===== src/hdl/hqc_pkg.sv =====
`default_nettype none

package hqc_pkg;

    // Fixed field widths.
    localparam int COEF_W  = 48;
    localparam int DIM_W   = 12;
    localparam int COORD_W = 32;
    localparam int AREA_W  = 40;
    localparam int SUM_W   = 64;
    localparam int ADDR_W  = 5;
    localparam int DATA_W  = 64;

    // Defaults for the top-level parameters.
    localparam int COORD_FRAC_BITS = 8;
    localparam int FIFO_DEPTH      = 4;

    // Six projected points per item.
    localparam int NUM_POINTS = 6;

    // Register indexes (byte address is eight times the index).
    localparam logic [1:0] REG_MODEL_HEIGHT = 2'd0;
    localparam logic [1:0] REG_MIN_AREA     = 2'd1;
    localparam logic [1:0] REG_MAX_AREA     = 2'd2;

    // Register reset values.
    localparam logic [DIM_W-1:0]  HEIGHT_RST   = 12'd200;
    localparam logic [AREA_W-1:0] MIN_AREA_RST = 40'd20000;
    localparam logic [AREA_W-1:0] MAX_AREA_RST = 40'd200000;

    // Saturation limits of a projected coordinate.
    localparam logic signed [COORD_W-1:0] COORD_MAX = 32'h7fff_ffff;
    localparam logic signed [COORD_W-1:0] COORD_MIN = 32'h8000_0000;

    // Point order of one item: four corners, center, direction point.
    typedef enum logic [2:0] {
        K_C0     = 3'd0,
        K_C1     = 3'd1,
        K_C2     = 3'd2,
        K_C3     = 3'd3,
        K_CENTER = 3'd4,
        K_DIR    = 3'd5
    } t_kind;

    typedef logic signed [COEF_W-1:0] t_coef;
    typedef t_coef [8:0] t_hmat;

    // One point ready for the divide: x and y numerators and the divisor.
    typedef struct packed {
        logic signed [SUM_W-1:0] nx;
        logic signed [SUM_W-1:0] ny;
        logic signed [SUM_W-1:0] den;
    } t_proj;

    // Divider result.
    typedef struct packed {
        logic signed [COORD_W-1:0] q;
        logic                      fault;
    } t_div_res;

endpackage

`default_nettype wire


===== src/hdl/hqc_fifo.sv =====
`default_nettype none

module hqc_fifo #(
    parameter int DEPTH = hqc_pkg::FIFO_DEPTH
) (
    input  logic           i_clk,
    input  logic           i_rst_n,
    input  logic           i_push,
    input  hqc_pkg::t_proj i_data,
    input  logic           i_pop,
    output hqc_pkg::t_proj o_data,
    output logic           o_empty,
    output logic           o_afull
);

    localparam int AW = (DEPTH > 1) ? $clog2(DEPTH) : 1;
    localparam int CW = $clog2(DEPTH + 1);

    hqc_pkg::t_proj  r_mem [DEPTH];
    logic [AW-1:0]   r_wr;
    logic [AW-1:0]   r_rd;
    logic [CW-1:0]   r_cnt;
    logic            w_pop;

    assign w_pop   = i_pop && (r_cnt != '0);
    assign o_empty = (r_cnt == '0);
    assign o_afull = (r_cnt >= CW'(DEPTH - 1));
    assign o_data  = r_mem[r_rd];

    // Pointers and fill level.
    always_ff @(posedge i_clk) begin
        if (!i_rst_n) begin
            r_wr  <= '0;
            r_rd  <= '0;
            r_cnt <= '0;
        end else begin
            if (i_push) begin
                r_wr <= (r_wr == AW'(DEPTH - 1)) ? '0 : r_wr + 1'b1;
            end
            if (w_pop) begin
                r_rd <= (r_rd == AW'(DEPTH - 1)) ? '0 : r_rd + 1'b1;
            end
            if (i_push && !w_pop) begin
                r_cnt <= r_cnt + 1'b1;
            end else if (!i_push && w_pop) begin
                r_cnt <= r_cnt - 1'b1;
            end
        end
    end

    // Entry storage.
    always_ff @(posedge i_clk) begin
        if (i_push) begin
            r_mem[r_wr] <= i_data;
        end
    end

endmodule

`default_nettype wire


===== config.mk =====
export PLATFORM = sky130hd
export DESIGN_NAME = hqc_fifo
export DESIGN_NICKNAME = d
export VERILOG_FILES = /design/src/hdl/hqc_pkg.sv /design/src/hdl/hqc_fifo.sv
export SDC_FILE = /design/constraint.sdc
export NUM_CORES = 1
export LEC_CHECK = 0
export ABC_AREA = 0
export CORE_ASPECT_RATIO = 0.5
export CORE_MARGIN = 2
export CORE_UTILIZATION = 32
export DETAILED_ROUTE_END_ITERATION = 7
export DONT_BUFFER_PORTS = 1
export PLACE_DENSITY = 0.51
export RECOVER_POWER = 25
export SETUP_SLACK_MARGIN = 0.05
export SKIP_CTS_REPAIR_TIMING = 1
export SYNTH_ARGS = -nofsm -noshare
export SYNTH_HDL_FRONTEND = slang
export SYNTH_SLANG_ARGS = --single-unit

===== constraint.sdc =====
create_clock -name i_clk -period 8.37 [get_ports i_clk]
set_input_delay 0.837 -clock i_clk [delete_from_list [all_inputs] [get_ports i_clk]]
set_output_delay 0.837 -clock i_clk [all_outputs]
set_load 0.05 [all_outputs]

Word-level counts from Yosys, hierarchy flattened:

Memory sizes are Yosys's and may differ from the RTL's. A register that Yosys moved wholly into a read port is not among the register bits.
Cells that the tools add are included.

* bits in registers: 7
* bits in latches: 0
* RAM bits: 768
* bits in read-only memories: 0
* input bits: 196
* word-level logic and storage cells: 27
* memories: 1

* $add $sub $neg: 4
* multiply operators: 0
* div/mod/pow operators: 0
* $lt $le $gt $ge: 1
* equality and inequality tests: 2
* shift operators: 0
* muxes and demuxes: 8
* bitwise operators: 0
* reduce and logical (&&, ||, !) cells: 8

Memory list
* r_mem: depth 4, bits a word 192, read ports 1, clocked after memory_dff 1, wr ports 1, RTL line hqc_fifo.sv:19 `hqc_pkg::t_proj r_mem [DEPTH];`

Operator list (count)
* 2-bit two-way mux: 4
* 3-bit two-way mux: 2
* 2-bit by 1-bit adder with 2-bit output (second input constant): 2
* 2-bit equality test (second input constant): 2
* 3-bit by 1-bit adder with 3-bit output (second input constant): 1
* 3-bit by 2-bit >= comparator with 1-bit output (second input constant): 1
* 1-bit logical AND: 3
* 3-bit logical NOT: 1
* 3-bit nonzero test: 1
* 3-bit by 1-bit subtractor with 3-bit output (second input constant): 1
* 1-bit logical NOT: 2
* 1-bit two-way mux: 2
* 2-bit nonzero test: 1

Depth between registers and ports, before layout:

Gate-level depths: netlist of run 1.

* depth after elaboration: 5
* gate-level depth with buffers: 7

Worst setup path after synthesis of run 1:

Ideal clock, no wire load.

* path kind: input -> register
* start: in i_push
* end: mem r_mem[0][0] (netlist bit), enable pin
* setup time: 0.575 ns
* arrival time: 5.196 ns
* data required time: 7.795 ns
* slack: 2.599 ns
* stages on the path: 1
* path buffers: 0
* cells stage by stage: and2_1

* cells in the longest elaborated chain, start to end: 2

RTL lines
* from (decl): RTL line hqc_fifo.sv:8 `input logic i_push,`
* 1-bit two-way mux: RTL line hqc_fifo.sv:53 `if (i_push) begin`
* 1-bit two-way mux (not written as such): RTL line hqc_fifo.sv:54 `r_mem[r_wr] <= i_data;`
* to (decl): RTL line hqc_fifo.sv:19

No other way between the ends.

==> out/qor.txt, run 1 <==
outcome: completed
first-pass GRT wire length: 84300 um
most frequent cells in the layout: edfxtp_1, mux4_2, clkbuf_16
setup TNS: 0 ns
Buf/Inv on CP: 1
max incr delay on CP: 1.05 ns
final worst path period share: 0.519
Clock power frac: 0.324
Routed WL per cell: 25.3 um
fin crit period: 4.35 ns
Slew @ Worst Pin: 1.24 ns
Post-Syn Area: 28400 um2
worst-path maximum fanout: 77
worst-skew pair later-pin latency: 0.64 ns
Num CTS Buffers: 74
initial antenna violation count: 1
Syn Area/Cell: 27.0 um2
Synth Register Bits: 777
Worst Hold Class: primary input to flip-flop
Post-Layout Cell Count: 2342
Sinks on Clock Net: 777
Worst path depth: 2
Reg power frac: 0.434
initial drt markers: 848
total net switching power: 3.50 mW
worst-case reg-to-reg path depth: 4
CP Capture Point: o_data[12]
vias per cell: 4.69
fmax: 0.230 GHz
Vias: 10988
fin. max-slew vios: 0
Layout area overhead: 12.8%
Core Area: 88100 um2
pwr dens: 330 nW/um2
Netlist cell types: 25
fill cell count: 7879
share of layout cells above drive strength 1: 0.285
total internal power: 7.07 mW
port bufs: 0
placed cells: 2208
Routed Antenna Nets: 0
CP Cell Sequence: buf_4 > mux4_2
Setup violations, final: 0
hold path cells: 0
DRT Pass-1 Iters: 4
critical path type: flip-flop to output port
total global routing overflow: 0
net count after synthesis: 1252
Final HPWL DP: 36000 um
gr usage total: 0.128
Seq/Total Area, Yosys: 0.819
critical path endpoint category: output port
Starting Density: 0.322
final net count: 1302
Arr. time, crit path: 3.51 ns
chip width: 425 um
Die Ht: 215 um
Bufs on Longest Clock Path: 3
Routed WL: 59200 um
RSZ-0062 raised after global routing: false
switch share: 0.331
die area: 91200 um2
static leakage: 9.58 nW
vias in the first global route: 11791
# rows: 77
Cells after Synth: 1049
# DRC: 0
delay-heaviest family, CP: flip-flops
pin count of the biggest net entering global routing: 114
gpl congestion: 0.756
clock skew: 0.0219 ns
FF-to-FF setup slack: 5.26 ns
maximum vdd drop: 0.000224 V
most common cell after layout, fill and taps aside: edfxtp_1
worst r2r dst: r_mem[3][10]
worst endpoint required time: 7.53 ns
critical path startpoint category: flip-flop
Antenna diodes: 0
H-tree levels: 3
synth warn: 0
worst r2r src: r_wr[0]
Logic pwr share: 0.242
I/O Pins: 390
final hold vios: 0
CTS clk-pin slew, worst paths: 0.07 ns
slowest cell on the critical path: dfxtp_4
Slew HR: 0.170
total of max-cap violations: 0
TritonCTS clock tree: done
clk root buf: clkbuf_16
power groups by stage:
stage | Sequential (mW) | Combinational [mW] | Clock (mW)
5_1_grt | 4.61 | 2.64 | 3.68
4_1_cts | 4.59 | 2.62 | 3.53
2_1_floorplan | 4.61 | 2.47 | 0
6_report | 4.59 | 2.55 | 3.43
3_5_place_dp | 4.68 | 2.62 | 0
3_3_place_gp | 4.66 | 2.62 | 0
stage by stage:
step | util | setup WS (ns) | total power, mW | hold slack [ns] | instance area, um2
final | 0.363 | 4.02 | 10.6 | 0.272 | 32000
after global routing | 0.363 | 3.80 | 10.9 | 0.220 | 32000
after CTS | 0.363 | 3.90 | 10.7 | 0.217 | 32000
after detailed placement | 0.335 | 4.63 | 7.29 | 0.532 | 29500
after global placement | 0.335 | 4.64 | 7.28 | 0.561 | 29500
after floorplan | - | 2.60 | 7.09 | 0.478 | 28400
per-layer routing:
layer,vias to the layer above,GRT usage,part of all wire
met4,0,0.0472,0.031
li1,4673,-,-
met5,-,0,0
met3,100,0.0309,0.039
met1,6003,0.131,0.34
met2,212,0.250,0.58
logic make-up after synthesis:
group	Yosys count	synth area share
adders and majority gates	7	0.00335
xor gates and xnor gates	2	0.000618
AOI/OAI and AO/OA	6	0.00132
DFF	777	0.819
muxes	195	0.154
buffers and inverters	46	0.0187
and+or+nand+nor	16	0.00304
flip-flops by register name, indices dropped and copies added (netlist names), named ones only:
register,count
r_wr,2
r_rd,2
r_mem,768
r_cnt,3
final cells by class:
type	instances	area [um2]	share of cell area
flip-flops and latches	777	23200	0.727
multi-input cells	226	4600	0.144
clock buffers	88	1950	0.0609
well taps	1185	1480	0.0464
clock inverters	46	553	0.0173
repair buffers	17	140	0.00438
inverters	3	11.3	0.000352
synthesized netlist by cell type, drive strengths merged:
cell type / instances / share of area
edfxtp: 768 / 0.81
mux2i: 3 / 0.0011
dfxtp: 9 / 0.0064
nand3: 2 / 0.00035
nor3: 1 / 0.00018
xor2: 1 / 0.00031
clkbuf: 3 / 0.00040
xnor2: 1 / 0.00031
inv: 3 / 0.00040
nor2b: 3 / 0.00066
and2: 5 / 0.0011
nor2: 2 / 0.00026
fa: 1 / 0.00071
a21o: 1 / 0.00026
mux4: 192 / 0.15
ha: 6 / 0.0026
buf: 40 / 0.018
o31ai: 1 / 0.00026
or3: 1 / 0.00022
o21ai: 3 / 0.00053
a21boi: 1 / 0.00026
nand2: 2 / 0.00026
how the worst min path moves through the flow:
stage,slack (ns),end,start
after detailed placement,0.53,flip-flop,r_rd[1]
after global routing,0.22,r_mem[3][120],i_data[120]
after CTS,0.22,r_mem[3][120],i_data[120]
after global placement,0.56,flip-flop,r_rd[1]
final,0.27,r_mem[3][120],i_data[120]
after floorplan,0.48,flip-flop,r_rd[1]
Note: power is estimated with default switching activity, not from simulation.
==> run 2: changes to the inputs <==
Clock period 8.37 ns to 4.4 ns, I/O delays scaled along.
==> run 2 against run 1 <==
- combinational power is 100% higher
- design area is 6.6% higher
- worst setup slack worse by 2.7 ns
- die area stayed put
- sequential power is 88% higher
- global-route usage is 0.15 points higher
==> out/qor.txt, run 2 (synthesis gave the netlist of run 1 again) <==
H-tree levels: 3 (unchanged)
Worst Hold Class: primary input to flip-flop
worst-skew pair later-pin latency: 0.64 ns (about the same)
critical path endpoint category: output port
# DRC: 0 (unchanged)
share of layout cells above drive strength 1: 0.241 (-0.0442)
clk root buf: clkbuf_16
most common cell after layout, fill and taps aside: edfxtp_1
RSZ-0062 raised after global routing: false
Slew HR: 0.218 (+0.0477)
initial drt markers: 726 (-14%)
total internal power: 13.7 mW (+94%)
worst endpoint required time: 3.96 ns (-3.57 ns)
worst r2r dst: r_mem[0][132]
pin count of the biggest net entering global routing: 106 (-7.0%)
fmax: 0.330 GHz
final instance area: 34100 um2 (+6.6%)
FF-to-FF setup slack: 1.95 ns (-3.31 ns)
Vias: 11829 (+7.7%)
Slew @ Worst Pin: 1.17 ns (-0.0715 ns)
Clock power frac: 0.322 (-0.002)
Bufs on Longest Clock Path: 3 (unchanged)
outcome: completed
largest reg by FF count: r_mem
worst-case reg-to-reg path depth: 4 (unchanged)
max incr delay on CP: 0.79 ns (-0.26 ns)
most frequent cells in the layout: edfxtp_1, dlygate4sd3_1, mux4_2
fin. max-slew vios: 0 (unchanged)
pwr dens: 598 nW/um2 (+81%)
clock skew: 0.0217 ns (-0.000154 ns)
Setup violations, final: 0 (unchanged)
total global routing overflow: 0 (unchanged)
worst-path maximum fanout: 105 (+36%)
vias per cell: 4.64 (-1.1%)
port bufs: 0 (unchanged)
fill cell count: 7756 (-1.6%)
Placement Setup Slack: 1.90 ns (-2.73 ns)
Largest regs: r_mem (768), r_cnt (3)
CTS clk-pin slew, worst paths: 0.06 ns (about the same)
Arr. time, crit path: 2.59 ns (-0.92 ns)
Routed Antenna Nets: 0 (unchanged)
Final HPWL DP: 36500 um (+1.3%)
I/O Pins: 390 (unchanged)
Layout area overhead: 20.2%
Starting Density: 0.322 (unchanged)
gr usage total: 0.130 (+0.00153)
delay-heaviest family, CP: multiplexers
Core Area: 88100 um2 (unchanged)
switch share: 0.329 (-0.00252)
final hold vios: 0 (unchanged)
chip width: 425 um (unchanged)
first-pass GRT wire length: 85100 um (+0.97%)
# rows: 77 (unchanged)
worst r2r src: r_wr[0]
gpl congestion: 0.703 (-7.1%)
max FFs per register: 768 (unchanged)
Routed WL per cell: 23.7 um (-6.3%)
initial antenna violation count: 8 (+7)
critical path type: flip-flop to output port
Die Ht: 215 um (unchanged)
maximum vdd drop: 0.000460 V (+110%)
final net count: 1500 (+15%)
setup TNS: 0 ns (unchanged)
Sinks on Clock Net: 777 (unchanged)
Reg power frac: 0.423 (-0.011)
die area: 91200 um2 (unchanged)
Logic pwr share: 0.255 (+0.013)
final worst path period share: 0.689
fin crit period: 3.03 ns
placed cell area: 29600 um2 (+0.48%)
final worst slack: 1.37 ns (-2.65 ns)
Num CTS Buffers: 76 (+2.7%)
static leakage: 10.4 nW (+9.1%)
DRT Pass-1 Iters: 5 (+1)
Routed WL: 60400 um (+2.0%)
CP Capture Point: o_data[68]
critical path startpoint category: flip-flop
Worst path depth: 2 (unchanged)
vias in the first global route: 11775 (-0.14%)
slowest cell on the critical path: mux4_2
TritonCTS clock tree: done
total of max-cap violations: 0 (unchanged)
total net switching power: 6.70 mW (+91%)
Buf/Inv on CP: 1 (unchanged)
CP Cell Sequence: buf_12 > mux4_2
run 2: cell count changes in the layout (fill, tap and decap cells not counted), moves of 7 or more:
cell	previous run	this run
diode_2	0	7
clkinv_1	7	15
buf_4	16	8
buf_12	1	11
dlygate4sd3_1	0	194
run 2: worst min-delay path by stage:
stage                     startpoint           end  cells past startpoint
after global placement      r_cnt[2]      r_cnt[2]                      2
after detailed placement     r_rd[1]     flip-flop                      2
final                          i_pop     flip-flop                      2
after CTS                 i_data[78]  r_mem[0][78]                      0
after floorplan              r_rd[1]     flip-flop                      2
after global routing           i_pop     flip-flop                      2
run 2: area by class of cell:
cell class,count,area [um2],share of cell area
clock buffers,96,2090,0.0614
repair buffers,213,2220,0.0652
flip-flops and latches,777,23200,0.682
clock inverters,42,423,0.0124
well taps,1185,1480,0.0435
multi-input cells,226,4600,0.135
inverters,3,11.3,0.000330
diodes,7,17.5,0.000514
run 2: per-stage QoR:
stage	hold slack (ns)	total power [mW]	instances	utilization
final	0.115	20.4	2549	0.387
after global routing	0.131	21.1	2547	0.387
after CTS	-0.165	20.5	2348	0.365
after detailed placement	0.512	13.9	2210	0.336
after global placement	0.513	13.9	2210	0.336
after floorplan	0.478	13.4	1049	-
run 2: worst reg2reg max path, delay by kind of cell (launching register included):
family	cells	cell delay [ns]
simple gates	1	0.88
flops	1	0.35
fa+ha+maj	1	0.15
buf+inv	2	0.57
run 2: metal layers:
layer | track usage | wire length (um) | vias to the layer above
li1 | - | - | 5084
met1 | 0.131 | 20900 | 6395
met2 | 0.252 | 35200 | 237
met3 | 0.0387 | 2550 | 107
met4 | 0.0414 | 1750 | 6
met5 | 0 | 45 | -
run 2: power by group through the flow:
| stage | registers (mW) | clock network (mW) | logic [mW] |
|---|---|---|---|
| 2_1_floorplan | 8.74 | 0 | 4.71 |
| 3_3_place_gp | 8.77 | 0 | 5.08 |
| 3_5_place_dp | 8.79 | 0 | 5.11 |
| 6_report | 8.62 | 6.56 | 5.20 |
| 5_1_grt | 8.65 | 7.07 | 5.39 |
| 4_1_cts | 8.63 | 6.76 | 5.11 |
